$ cat src/sv/first_fit_boundary_tag_allocator_core_assert.svh
// ----------------------------------------------------------------------------
// Assertion macros for the boundary-tag allocator
// Concurrent checks clocked on clk_i and disabled while rst_ni is low.
// ----------------------------------------------------------------------------
`ifndef FIRST_FIT_BOUNDARY_TAG_ALLOCATOR_CORE_ASSERT_SVH
`define FIRST_FIT_BOUNDARY_TAG_ALLOCATOR_CORE_ASSERT_SVH
`ifndef SYNTHESIS
// Property that must hold in every cycle.
`define FFBTA_ASSERT(lbl, prop) \
  lbl: assert property (@(posedge clk_i) disable iff (!rst_ni) (prop)) \
    else $error("ffbta: assertion failed");
// Consequent that must hold in the cycle after the antecedent.
`define FFBTA_ASSERT_NEXT(lbl, ante, cons) \
  lbl: assert property (@(posedge clk_i) disable iff (!rst_ni) (ante) |=> (cons)) \
    else $error("ffbta: assertion failed");
`else
`define FFBTA_ASSERT(lbl, prop)
`define FFBTA_ASSERT_NEXT(lbl, ante, cons)
`endif
`endif

$ cat src/sv/ffbta_pkg.sv
// ----------------------------------------------------------------------------
// ffbta_pkg
// Shared constants, sequencer codes and link structs of the allocator.
// ----------------------------------------------------------------------------
package ffbta_pkg;

  // Heap layout constants.
  localparam int unsigned HEAP_BYTES_DEF = 65536;
  localparam int unsigned WORD_BYTES     = 8;
  localparam int unsigned ALIGN_BYTES    = 16;
  localparam int unsigned SPLIT_MIN      = 3 * WORD_BYTES;
  localparam int unsigned FIRST_BLOCK    = 16;
  localparam int unsigned INIT_BREAK     = 32;
  localparam logic [15:0] CHUNK_RESET    = 16'd4096;
  localparam int unsigned FIELD_W        = 16;

  // Input command kinds.
  localparam logic CMD_ALLOC = 1'b0;
  localparam logic CMD_FREE  = 1'b1;

  // Datapath operations issued by the controller.
  typedef enum logic [4:0] {
    OP_NONE, OP_ACCEPT,
    OP_INIT_W0, OP_INIT_W1, OP_INIT_W2, OP_INIT_W3,
    OP_WALK_RD, OP_STEP,
    OP_GROW_SET, OP_GROW_W0, OP_GROW_W1, OP_GROW_W2,
    OP_M_RD_H, OP_M_RD_P, OP_M_RD_N, OP_M_SUM, OP_M_W0, OP_M_W1,
    OP_PL_RD, OP_PL_EV, OP_PL_W0, OP_PL_W1, OP_PL_W2, OP_PL_W3,
    OP_PL_W0F, OP_PL_W1F,
    OP_FR_W0, OP_FR_W1,
    OP_FAIL, OP_EMIT
  } dp_op_e;

  // Controller states.
  typedef enum logic [5:0] {
    S_INIT0, S_INIT1, S_INIT2, S_INIT3,
    S_IDLE, S_START, S_WALK_RD, S_WALK_EV, S_STEP,
    S_GROW_SET, S_GROW_CHK, S_GROW_W0, S_GROW_W1, S_GROW_W2,
    S_M_RD_H, S_M_RD_P, S_M_RD_N, S_M_SUM, S_M_W0, S_M_W1,
    S_PL_RD, S_PL_EV, S_PL_W0, S_PL_W1, S_PL_W2, S_PL_W3,
    S_PL_W0F, S_PL_W1F,
    S_FR_W0, S_FR_W1,
    S_DONE
  } state_e;

  // Which request the shared sequences are serving.
  typedef enum logic [1:0] {
    MODE_INIT, MODE_ALLOC, MODE_FREE
  } mode_e;

  // Controller to datapath.
  typedef struct packed {
    dp_op_e op;
  } ctrl_cmd_t;

  // Datapath to controller.
  typedef struct packed {
    logic p_lt_brk;
    logic rd_zero;
    logic rd_alloc;
    logic fit;
    logic p_eq_addr;
    logic p_first;
    logic grow_ok;
    logic split_ok;
    logic prev_alloc;
    logic req_zero;
    logic out_busy;
  } dp_stat_t;

endpackage

$ cat src/sv/ffbta_ctrl.sv
// ----------------------------------------------------------------------------
// ffbta_ctrl
// Sequencer for heap set-up, first-fit walk, growth, merge, place and free.
// ----------------------------------------------------------------------------
module ffbta_ctrl (
  input  logic                 clk_i,
  input  logic                 rst_ni,
  input  logic                 in_valid_i,
  input  logic                 in_command_i,
  output logic                 in_ready_o,
  input  ffbta_pkg::dp_stat_t  stat_i,
  output ffbta_pkg::ctrl_cmd_t cmd_o
);

  ffbta_pkg::state_e state_q, state_d;
  ffbta_pkg::mode_e  mode_q, mode_d;
  ffbta_pkg::state_e miss_st, merged_st;
  logic              free_ok;

  // Where the walk goes when the block list ends, and after a merge.
  always_comb begin
    miss_st = (mode_q == ffbta_pkg::MODE_ALLOC) ? ffbta_pkg::S_GROW_SET : ffbta_pkg::S_DONE;
    case (mode_q)
      ffbta_pkg::MODE_ALLOC: merged_st = ffbta_pkg::S_PL_RD;
      ffbta_pkg::MODE_FREE:  merged_st = ffbta_pkg::S_DONE;
      default:               merged_st = ffbta_pkg::S_IDLE;
    endcase
    free_ok = ~stat_i.p_first & stat_i.rd_alloc;
  end

  // Next state.
  always_comb begin
    state_d = state_q;
    mode_d  = mode_q;
    case (state_q)
      ffbta_pkg::S_INIT0: state_d = ffbta_pkg::S_INIT1;
      ffbta_pkg::S_INIT1: state_d = ffbta_pkg::S_INIT2;
      ffbta_pkg::S_INIT2: state_d = ffbta_pkg::S_INIT3;
      ffbta_pkg::S_INIT3: state_d = ffbta_pkg::S_GROW_CHK;
      ffbta_pkg::S_IDLE: begin
        if (in_valid_i) begin
          state_d = ffbta_pkg::S_START;
          mode_d  = (in_command_i == ffbta_pkg::CMD_FREE) ? ffbta_pkg::MODE_FREE
                                                          : ffbta_pkg::MODE_ALLOC;
        end
      end
      ffbta_pkg::S_START: begin
        if (mode_q == ffbta_pkg::MODE_ALLOC && stat_i.req_zero) begin
          state_d = ffbta_pkg::S_DONE;
        end else begin
          state_d = ffbta_pkg::S_WALK_RD;
        end
      end
      ffbta_pkg::S_WALK_RD: state_d = stat_i.p_lt_brk ? ffbta_pkg::S_WALK_EV : miss_st;
      ffbta_pkg::S_WALK_EV: begin
        if (stat_i.rd_zero) begin
          state_d = miss_st;
        end else if (mode_q == ffbta_pkg::MODE_ALLOC) begin
          state_d = (!stat_i.rd_alloc && stat_i.fit) ? ffbta_pkg::S_PL_EV : ffbta_pkg::S_STEP;
        end else if (stat_i.p_eq_addr) begin
          state_d = free_ok ? ffbta_pkg::S_FR_W0 : ffbta_pkg::S_DONE;
        end else begin
          state_d = ffbta_pkg::S_STEP;
        end
      end
      ffbta_pkg::S_STEP:     state_d = ffbta_pkg::S_WALK_RD;
      ffbta_pkg::S_GROW_SET: state_d = ffbta_pkg::S_GROW_CHK;
      ffbta_pkg::S_GROW_CHK: begin
        if (stat_i.grow_ok) begin
          state_d = ffbta_pkg::S_GROW_W0;
        end else if (mode_q == ffbta_pkg::MODE_INIT) begin
          state_d = ffbta_pkg::S_IDLE;
        end else begin
          state_d = ffbta_pkg::S_DONE;
        end
      end
      ffbta_pkg::S_GROW_W0: state_d = ffbta_pkg::S_GROW_W1;
      ffbta_pkg::S_GROW_W1: state_d = ffbta_pkg::S_GROW_W2;
      ffbta_pkg::S_GROW_W2: state_d = ffbta_pkg::S_M_RD_H;
      ffbta_pkg::S_M_RD_H:  state_d = ffbta_pkg::S_M_RD_P;
      ffbta_pkg::S_M_RD_P:  state_d = ffbta_pkg::S_M_RD_N;
      ffbta_pkg::S_M_RD_N:  state_d = ffbta_pkg::S_M_SUM;
      ffbta_pkg::S_M_SUM: begin
        state_d = (stat_i.prev_alloc && stat_i.rd_alloc) ? merged_st : ffbta_pkg::S_M_W0;
      end
      ffbta_pkg::S_M_W0:   state_d = ffbta_pkg::S_M_W1;
      ffbta_pkg::S_M_W1:   state_d = merged_st;
      ffbta_pkg::S_PL_RD:  state_d = ffbta_pkg::S_PL_EV;
      ffbta_pkg::S_PL_EV:  state_d = stat_i.split_ok ? ffbta_pkg::S_PL_W0 : ffbta_pkg::S_PL_W0F;
      ffbta_pkg::S_PL_W0:  state_d = ffbta_pkg::S_PL_W1;
      ffbta_pkg::S_PL_W1:  state_d = ffbta_pkg::S_PL_W2;
      ffbta_pkg::S_PL_W2:  state_d = ffbta_pkg::S_PL_W3;
      ffbta_pkg::S_PL_W3:  state_d = ffbta_pkg::S_DONE;
      ffbta_pkg::S_PL_W0F: state_d = ffbta_pkg::S_PL_W1F;
      ffbta_pkg::S_PL_W1F: state_d = ffbta_pkg::S_DONE;
      ffbta_pkg::S_FR_W0:  state_d = ffbta_pkg::S_FR_W1;
      ffbta_pkg::S_FR_W1:  state_d = ffbta_pkg::S_M_RD_H;
      ffbta_pkg::S_DONE:   state_d = stat_i.out_busy ? ffbta_pkg::S_DONE : ffbta_pkg::S_IDLE;
      default:             state_d = ffbta_pkg::S_IDLE;
    endcase
  end

  // Operation issued in each state.
  always_comb begin
    cmd_o.op   = ffbta_pkg::OP_NONE;
    in_ready_o = 1'b0;
    case (state_q)
      ffbta_pkg::S_INIT0: cmd_o.op = ffbta_pkg::OP_INIT_W0;
      ffbta_pkg::S_INIT1: cmd_o.op = ffbta_pkg::OP_INIT_W1;
      ffbta_pkg::S_INIT2: cmd_o.op = ffbta_pkg::OP_INIT_W2;
      ffbta_pkg::S_INIT3: cmd_o.op = ffbta_pkg::OP_INIT_W3;
      ffbta_pkg::S_IDLE: begin
        in_ready_o = 1'b1;
        if (in_valid_i) begin
          cmd_o.op = ffbta_pkg::OP_ACCEPT;
        end
      end
      ffbta_pkg::S_WALK_RD: begin
        if (stat_i.p_lt_brk) begin
          cmd_o.op = ffbta_pkg::OP_WALK_RD;
        end
      end
      ffbta_pkg::S_STEP:     cmd_o.op = ffbta_pkg::OP_STEP;
      ffbta_pkg::S_GROW_SET: cmd_o.op = ffbta_pkg::OP_GROW_SET;
      ffbta_pkg::S_GROW_CHK: begin
        if (!stat_i.grow_ok && mode_q == ffbta_pkg::MODE_ALLOC) begin
          cmd_o.op = ffbta_pkg::OP_FAIL;
        end
      end
      ffbta_pkg::S_GROW_W0: cmd_o.op = ffbta_pkg::OP_GROW_W0;
      ffbta_pkg::S_GROW_W1: cmd_o.op = ffbta_pkg::OP_GROW_W1;
      ffbta_pkg::S_GROW_W2: cmd_o.op = ffbta_pkg::OP_GROW_W2;
      ffbta_pkg::S_M_RD_H:  cmd_o.op = ffbta_pkg::OP_M_RD_H;
      ffbta_pkg::S_M_RD_P:  cmd_o.op = ffbta_pkg::OP_M_RD_P;
      ffbta_pkg::S_M_RD_N:  cmd_o.op = ffbta_pkg::OP_M_RD_N;
      ffbta_pkg::S_M_SUM: begin
        if (!(stat_i.prev_alloc && stat_i.rd_alloc)) begin
          cmd_o.op = ffbta_pkg::OP_M_SUM;
        end
      end
      ffbta_pkg::S_M_W0:   cmd_o.op = ffbta_pkg::OP_M_W0;
      ffbta_pkg::S_M_W1:   cmd_o.op = ffbta_pkg::OP_M_W1;
      ffbta_pkg::S_PL_RD:  cmd_o.op = ffbta_pkg::OP_PL_RD;
      ffbta_pkg::S_PL_EV:  cmd_o.op = ffbta_pkg::OP_PL_EV;
      ffbta_pkg::S_PL_W0:  cmd_o.op = ffbta_pkg::OP_PL_W0;
      ffbta_pkg::S_PL_W1:  cmd_o.op = ffbta_pkg::OP_PL_W1;
      ffbta_pkg::S_PL_W2:  cmd_o.op = ffbta_pkg::OP_PL_W2;
      ffbta_pkg::S_PL_W3:  cmd_o.op = ffbta_pkg::OP_PL_W3;
      ffbta_pkg::S_PL_W0F: cmd_o.op = ffbta_pkg::OP_PL_W0F;
      ffbta_pkg::S_PL_W1F: cmd_o.op = ffbta_pkg::OP_PL_W1F;
      ffbta_pkg::S_FR_W0:  cmd_o.op = ffbta_pkg::OP_FR_W0;
      ffbta_pkg::S_FR_W1:  cmd_o.op = ffbta_pkg::OP_FR_W1;
      ffbta_pkg::S_DONE: begin
        if (!stat_i.out_busy) begin
          cmd_o.op = ffbta_pkg::OP_EMIT;
        end
      end
      default: ;
    endcase
  end

  // State registers.
  always_ff @(posedge clk_i or negedge rst_ni) begin
    if (!rst_ni) begin
      state_q <= ffbta_pkg::S_INIT0;
      mode_q  <= ffbta_pkg::MODE_INIT;
    end else begin
      state_q <= state_d;
      mode_q  <= mode_d;
    end
  end

endmodule

$ cat config.mk
export PLATFORM = sky130hd
export DESIGN_NAME = ffbta_ctrl
export DESIGN_NICKNAME = d
export VERILOG_FILES = /design/src/sv/first_fit_boundary_tag_allocator_core_assert.svh /design/src/sv/ffbta_pkg.sv /design/src/sv/ffbta_ctrl.sv
export SDC_FILE = /design/constraint.sdc
export NUM_CORES = 1
export LEC_CHECK = 0
export CAP_MARGIN = 10
export CORE_MARGIN = 5
export CORE_UTILIZATION = 45
export CTS_CLUSTER_SIZE = 12
export DETAILED_ROUTE_END_ITERATION = 6
export DONT_BUFFER_PORTS = 1
export PLACE_DENSITY_LB_ADDON = 0.2
export SETUP_SLACK_MARGIN = 0.3
export SYNTH_ARGS = -nofsm -noshare
export SYNTH_HDL_FRONTEND = slang
export SYNTH_SLANG_ARGS = --single-unit
$ cat constraint.sdc
create_clock -name clk_i -period 1.7 [get_ports clk_i]
set_input_delay 0.17 -clock clk_i [delete_from_list [all_inputs] [get_ports clk_i]]
set_output_delay 0.17 -clock clk_i [all_outputs]
set_load 0.02 [all_outputs]
# After elaboration in Yosys (flattened, before gate mapping)

Cells that the tools add are included.

Muxes and demuxes: 24
Reductions and logical operators: 12
Bitwise logic cells: 2
Equality and inequality tests: 33

Operators with widths:

| operator                                                              | count |
|---|---|
| 6-bit case mux with 28 select lines                                   | 1 |
| 5-bit case mux with 29 select lines                                   | 1 |
| 6-bit by 5-bit equality test with 1-bit output, second input constant | 15 |
| 5-bit two-way mux                                                     | 12 |
| 6-bit by 4-bit equality test with 1-bit output, second input constant | 8 |
| 6-bit by 3-bit equality test with 1-bit output, second input constant | 4 |
| 6-bit by 2-bit equality test with 1-bit output, second input constant | 2 |
| 6-bit two-way mux                                                     | 2 |
| 5-bit case mux with 2 select lines                                    | 1 |
| 4-bit two-way mux                                                     | 2 |
| 6-bit by 1-bit equality test with 1-bit output, second input constant | 1 |
| 6-bit logical NOT                                                     | 1 |
| 2-bit OR reduction                                                    | 3 |
| 1-bit logical AND                                                     | 4 |
| 2-bit two-way mux                                                     | 2 |
| 3-bit two-way mux                                                     | 1 |
| 2-bit by 1-bit equality test with 1-bit output, second input constant | 1 |
| 2-bit equality test, second input constant                            | 1 |
| 1-bit logical NOT                                                     | 2 |
| 2-bit logical NOT                                                     | 1 |
| 1-bit two-way mux                                                     | 2 |
| 2-bit != test, second input constant                                  | 1 |
| 2-bit AND reduction                                                   | 1 |
| 1-bit bitwise AND                                                     | 1 |
| 1-bit inverter                                                        | 1 |

Flip-flop bits (word level): 8
Input port bits: 15

# Depth between registers and ports, before layout

Depth after elaboration: 7
Gate-level depth with buffers: 8
Mapped depth without buffers: 7

# Worst setup path before layout

No wires, ideal clock.

Kind: reg2out
Start: register state_q[1]
End: output port cmd_o[1] (netlist name)
Stages on the path, launching flop included: 7
Path slack: 0.014 ns
Path buffers: 3
Arrival: 1.516 ns
Cell sequence: dfrtp_1 > buf_2 > buf_2 > buf_2 > nand2_1 > mux2_2 > o22ai_1

RTL lines:

| element                | line              | text |
|---|---|---|
| from (decl)            | ffbta_ctrl.sv:15  | `ffbta_pkg::state_e state_q, state_d;` |
| from (signal assigned) | ffbta_ctrl.sv:165 | `state_q <= ffbta_pkg::S_INIT0;` |
| from (signal assigned) | ffbta_ctrl.sv:168 | `state_q <= state_d;` |
| to (decl)              | ffbta_ctrl.sv:12  | `output ffbta_pkg::ctrl_cmd_t cmd_o` |

==> out/metrics.yaml <==
critical_path:
  arrival_ps: 1850
  cp_data_required_time_ps: 1530
  crit_path_end_kind: "output pin"
  path_class: "register to output pin"
  start_kind: "register"
  crit_fanout: 8
route:
  postRouteAntennaNets: 0
  remaining_drc_errors: 0
  routedWlPerCell_microns: 22.01
  vias_per_cell: 7.000
  vias: 1925
  wl_microns: 6053
  drt_pass1_iterations: 6
  drt_iter0_drc: 297
yosys:
  yosysSeqAreaShare_pct: 14.24
  synthAdderAreaFrac_pct: 4.069
  synth_top_family_by_area: "compound AO/OA/AOI/OAI gates"
  synthArstFlopShare_pct: 100.0
  syn-num-nets: 202
  yosys_warnings: 0
  ys_ff_latch: 7
  syn_area_sq_um: 1230
  synth.avg_cell_area_sq_um: 6.721
  synth_flop_cell: "dfrtp_1"
  ys_types: 48
  synth_top_cell_area_share_pct: 14.24
  synth_compound_area_share_pct: 34.99
  synthTopCellsByArea: "dfrtp_1, nand2_1, nor2_1"
  synth_xor_area_share_pct: 0.7121
  synthCells: 183
  yosysTopAreaCell: "dfrtp_1"
  synth-simple-area-share_pct: 30.52
  synth_edf_count: 0
  synth.area.mux_share_pct: 4.374
clock_tree:
  cts_max_level: 1
  cts.sinks: 7
  clockBufferDepth: 2
  insertion_delay_ps: 270
  cts_tree: "built"
  cts_root_buf: "clkbuf_4"
  cts_inserted_buffers: 3
  clk_pin_slew_ps: 60
die:
  start_util_pct: 45.78
  core-area_sq_um: 2686
  pin_count: 21
  die_h_microns: 62.28
  rows: 19
  dieArea_sq_um: 3879
  die_width_microns: 62.28
global_route:
  grtUsageTotal_pct: 25.33
  grt_pass1_vias: 1679
  grt_max_degree: 30
  grt-ovfl-total: 0
  grt_pass1_wl_microns: 8017
  grt_antenna_before_repair: 0
layout:
  diodes: 0
  area_growth_pct: 72.84
  fin_cells: 275
  num-fill-cells: 152
  final_nets: 264
  drive_above_1_share_pct: 48.77
worst_hold_path:
  hp-class: "primary input to register"
placed_design:
  dp_hpwl_microns: 3430
  place_congestion: 0.9372
  portBuffers: 0
  place_inst: 235
  place_ws_ps: -90.43
outcome:
  status: "finished, violations left"
  violations: "setup timing"
timing:
  setup_violations: 9
  tightestPinTransition_ps: 535.2
  rsz0062_at_grt: "yes"
  clock_skew_ps: 3.747
  relSlewSlack_pct: 64.23
  finalWorstPathRequiredPeriod_ps: 2022
  final_max_slew_viol_count: 0
  period_share_pct: 119.0
  fin_ws_ps: -322.2
  fmax_mhz: 494.5
  finalHoldViolations: 0
  hold_slack_ps: 59.19
power_and_ir_drop:
  p_leak_nw: 0.9225
  power.density_nw_per_um2: 2475
  ir_drop_mv: 1.846
  finalPower_w: 0.005261
flow_run:
  cap_violations: 0
-- worst paths after layout --
| kind | slack [ps] | cells past startpoint | end | start |
|---|---|---|---|---|
| min reg2reg | 590 | 1 | mode_q[1]$_DFFE_PN0P_ | mode_q[1]$_DFFE_PN0P_ |
| max | -320 | 7 | cmd_o[1] | state_q[3]$_DFFE_PN0P_ |
| min | 60 | 1 | mode_q[1]$_DFFE_PN0P_ | in_command_i |
| max in group asynchronous | 1160 | 1 | state_q[1]$_DFFE_PN0P_ | rst_ni |
| max reg2reg | -290 | 6 | state_q[1]$_DFFE_PN0P_ | state_q[4]$_DFFE_PN0P_ |
| min in group asynchronous | 250 | 1 | mode_q[0]$_DFFE_PN0P_ | rst_ni |
-- per-stage QoR --
| step | utilization (%) | cell area, sq um | setup TNS, ps |
|---|---|---|---|
| 2_1_floorplan | - | 1300 | 0 |
| 3_3_place_gp | 56.36 | 1514 | -163.0 |
| 3_5_place_dp | 56.36 | 1514 | -207.9 |
| 4_1_cts | 66.05 | 1774 | -1410 |
| 5_1_grt | 79.13 | 2126 | -2516 |
| 6_report | 79.13 | 2126 | -1924 |
-- synth_stat cells (3+ instances only) --
cell type,number
nand2_1,19
nor2_1,19
o21ai_0,14
a21oi_1,11
buf_2,10
inv_1,10
nor2b_1,10
dfrtp_1,7
nand2b_1,6
o22ai_1,6
a31oi_1,4
ha_1,4
nand4_1,4
nor3_1,4
a211oi_1,3
a32oi_1,3
buf_6,3
mux2_2,3
nand3_1,3
o21ai_1,3
-- repair_timing --
action / 4_1_cts / 5_1_grt
pin swaps: 10 / 26
endpoints found under the setup margin: 12 / 13
hold endpoints to repair: 8 / 0
buffers inserted: 10 / 20
gates resized for setup: 28 / 38
hold buffers: 2 / 0
cloned: 2 / 2
-- critical path: stages (launching register included) --
cell and delay, ps:
dfrtp_2 480, buf_6 150, nor2_4 120, nand2_2 80, buf_4 140, buf_6 110
mux2_4 300, o22ai_4 200
-- where the power goes --
| part | switching [W] | leakage [nW] | total [W] | internal, W |
|---|---|---|---|---|
| sequential | 0.000164 | 0.0784 | 0.000434 | 0.000270 |
| combinational | 0.00232 | 0.826 | 0.00467 | 0.00234 |
| clock | 0.0000746 | 0.0177 | 0.000161 | 0.0000867 |
| total | 0.00256 | 0.922 | 0.00526 | 0.00270 |
-- layout by cell type, fill, tap and decap left out, types with 2 or more instances in the layout --
master	n
o21ai_0	9
buf_4	48
o21ai_2	3
buf_6	15
a211oi_2	2
a22o_1	2
dfrtp_1	2
a21oi_1	10
o22ai_2	2
a31oi_1	4
nor3_1	2
nor2_4	3
dfrtp_2	5
clkbuf_4	3
nand2b_4	2
a21o_1	2
a32oi_1	3
nand2_1	17
mux2i_1	2
dlygate4sd3_1	2
nand3_1	3
o21ai_1	5
nor2_1	17
o22ai_1	3
o211ai_1	2
nor2b_1	5
nand2b_1	3
buf_12	2
clkbuf_16	2
nand4_1	4
mux2_4	2
nor2b_2	5
inv_1	9
buf_16	2
ha_1	3
buf_8	2
-- kinds of logic (layout without fill, tap and decap cells) --
| group | count (synthesis) | after routing |
|---|---|---|
| buffers and inverters | 26 | 87 |
| and+or+nand+nor | 75 | 75 |
| adders and majority gates | 4 | 4 |
| AOI/OAI and AO/OA | 65 | 65 |
| DFF | 7 | 7 |
| xor gates and xnor gates | 1 | 1 |
| muxes | 5 | 5 |
-- layer usage --
layer,share of wire (%),GRT usage [%],routed length [microns],vias to the layer above
met5,0,0,0,-
met4,6.1,9.549,368,0
met3,12,5.045,719,56
met2,46,44.43,2773,195
met1,36,30.01,2192,876
li1,-,-,-,798
-- flip-flops by register name, summed over array words and instances (netlist names) --
name     flops
mode_q       2
state_q      5
-- final cells by class --
class	count	area, sq um	share of cell area (%)
multi-input cells	150	1116	52.50
repair buffers	73	724.4	34.08
flip-flops and latches	7	181.4	8.534
well taps	31	38.79	1.825
inverters	10	37.54	1.766
clock buffers	3	22.52	1.059
clock inverters	1	5.005	0.2354
No activity file was read; power rests on OpenSTA's default activity.
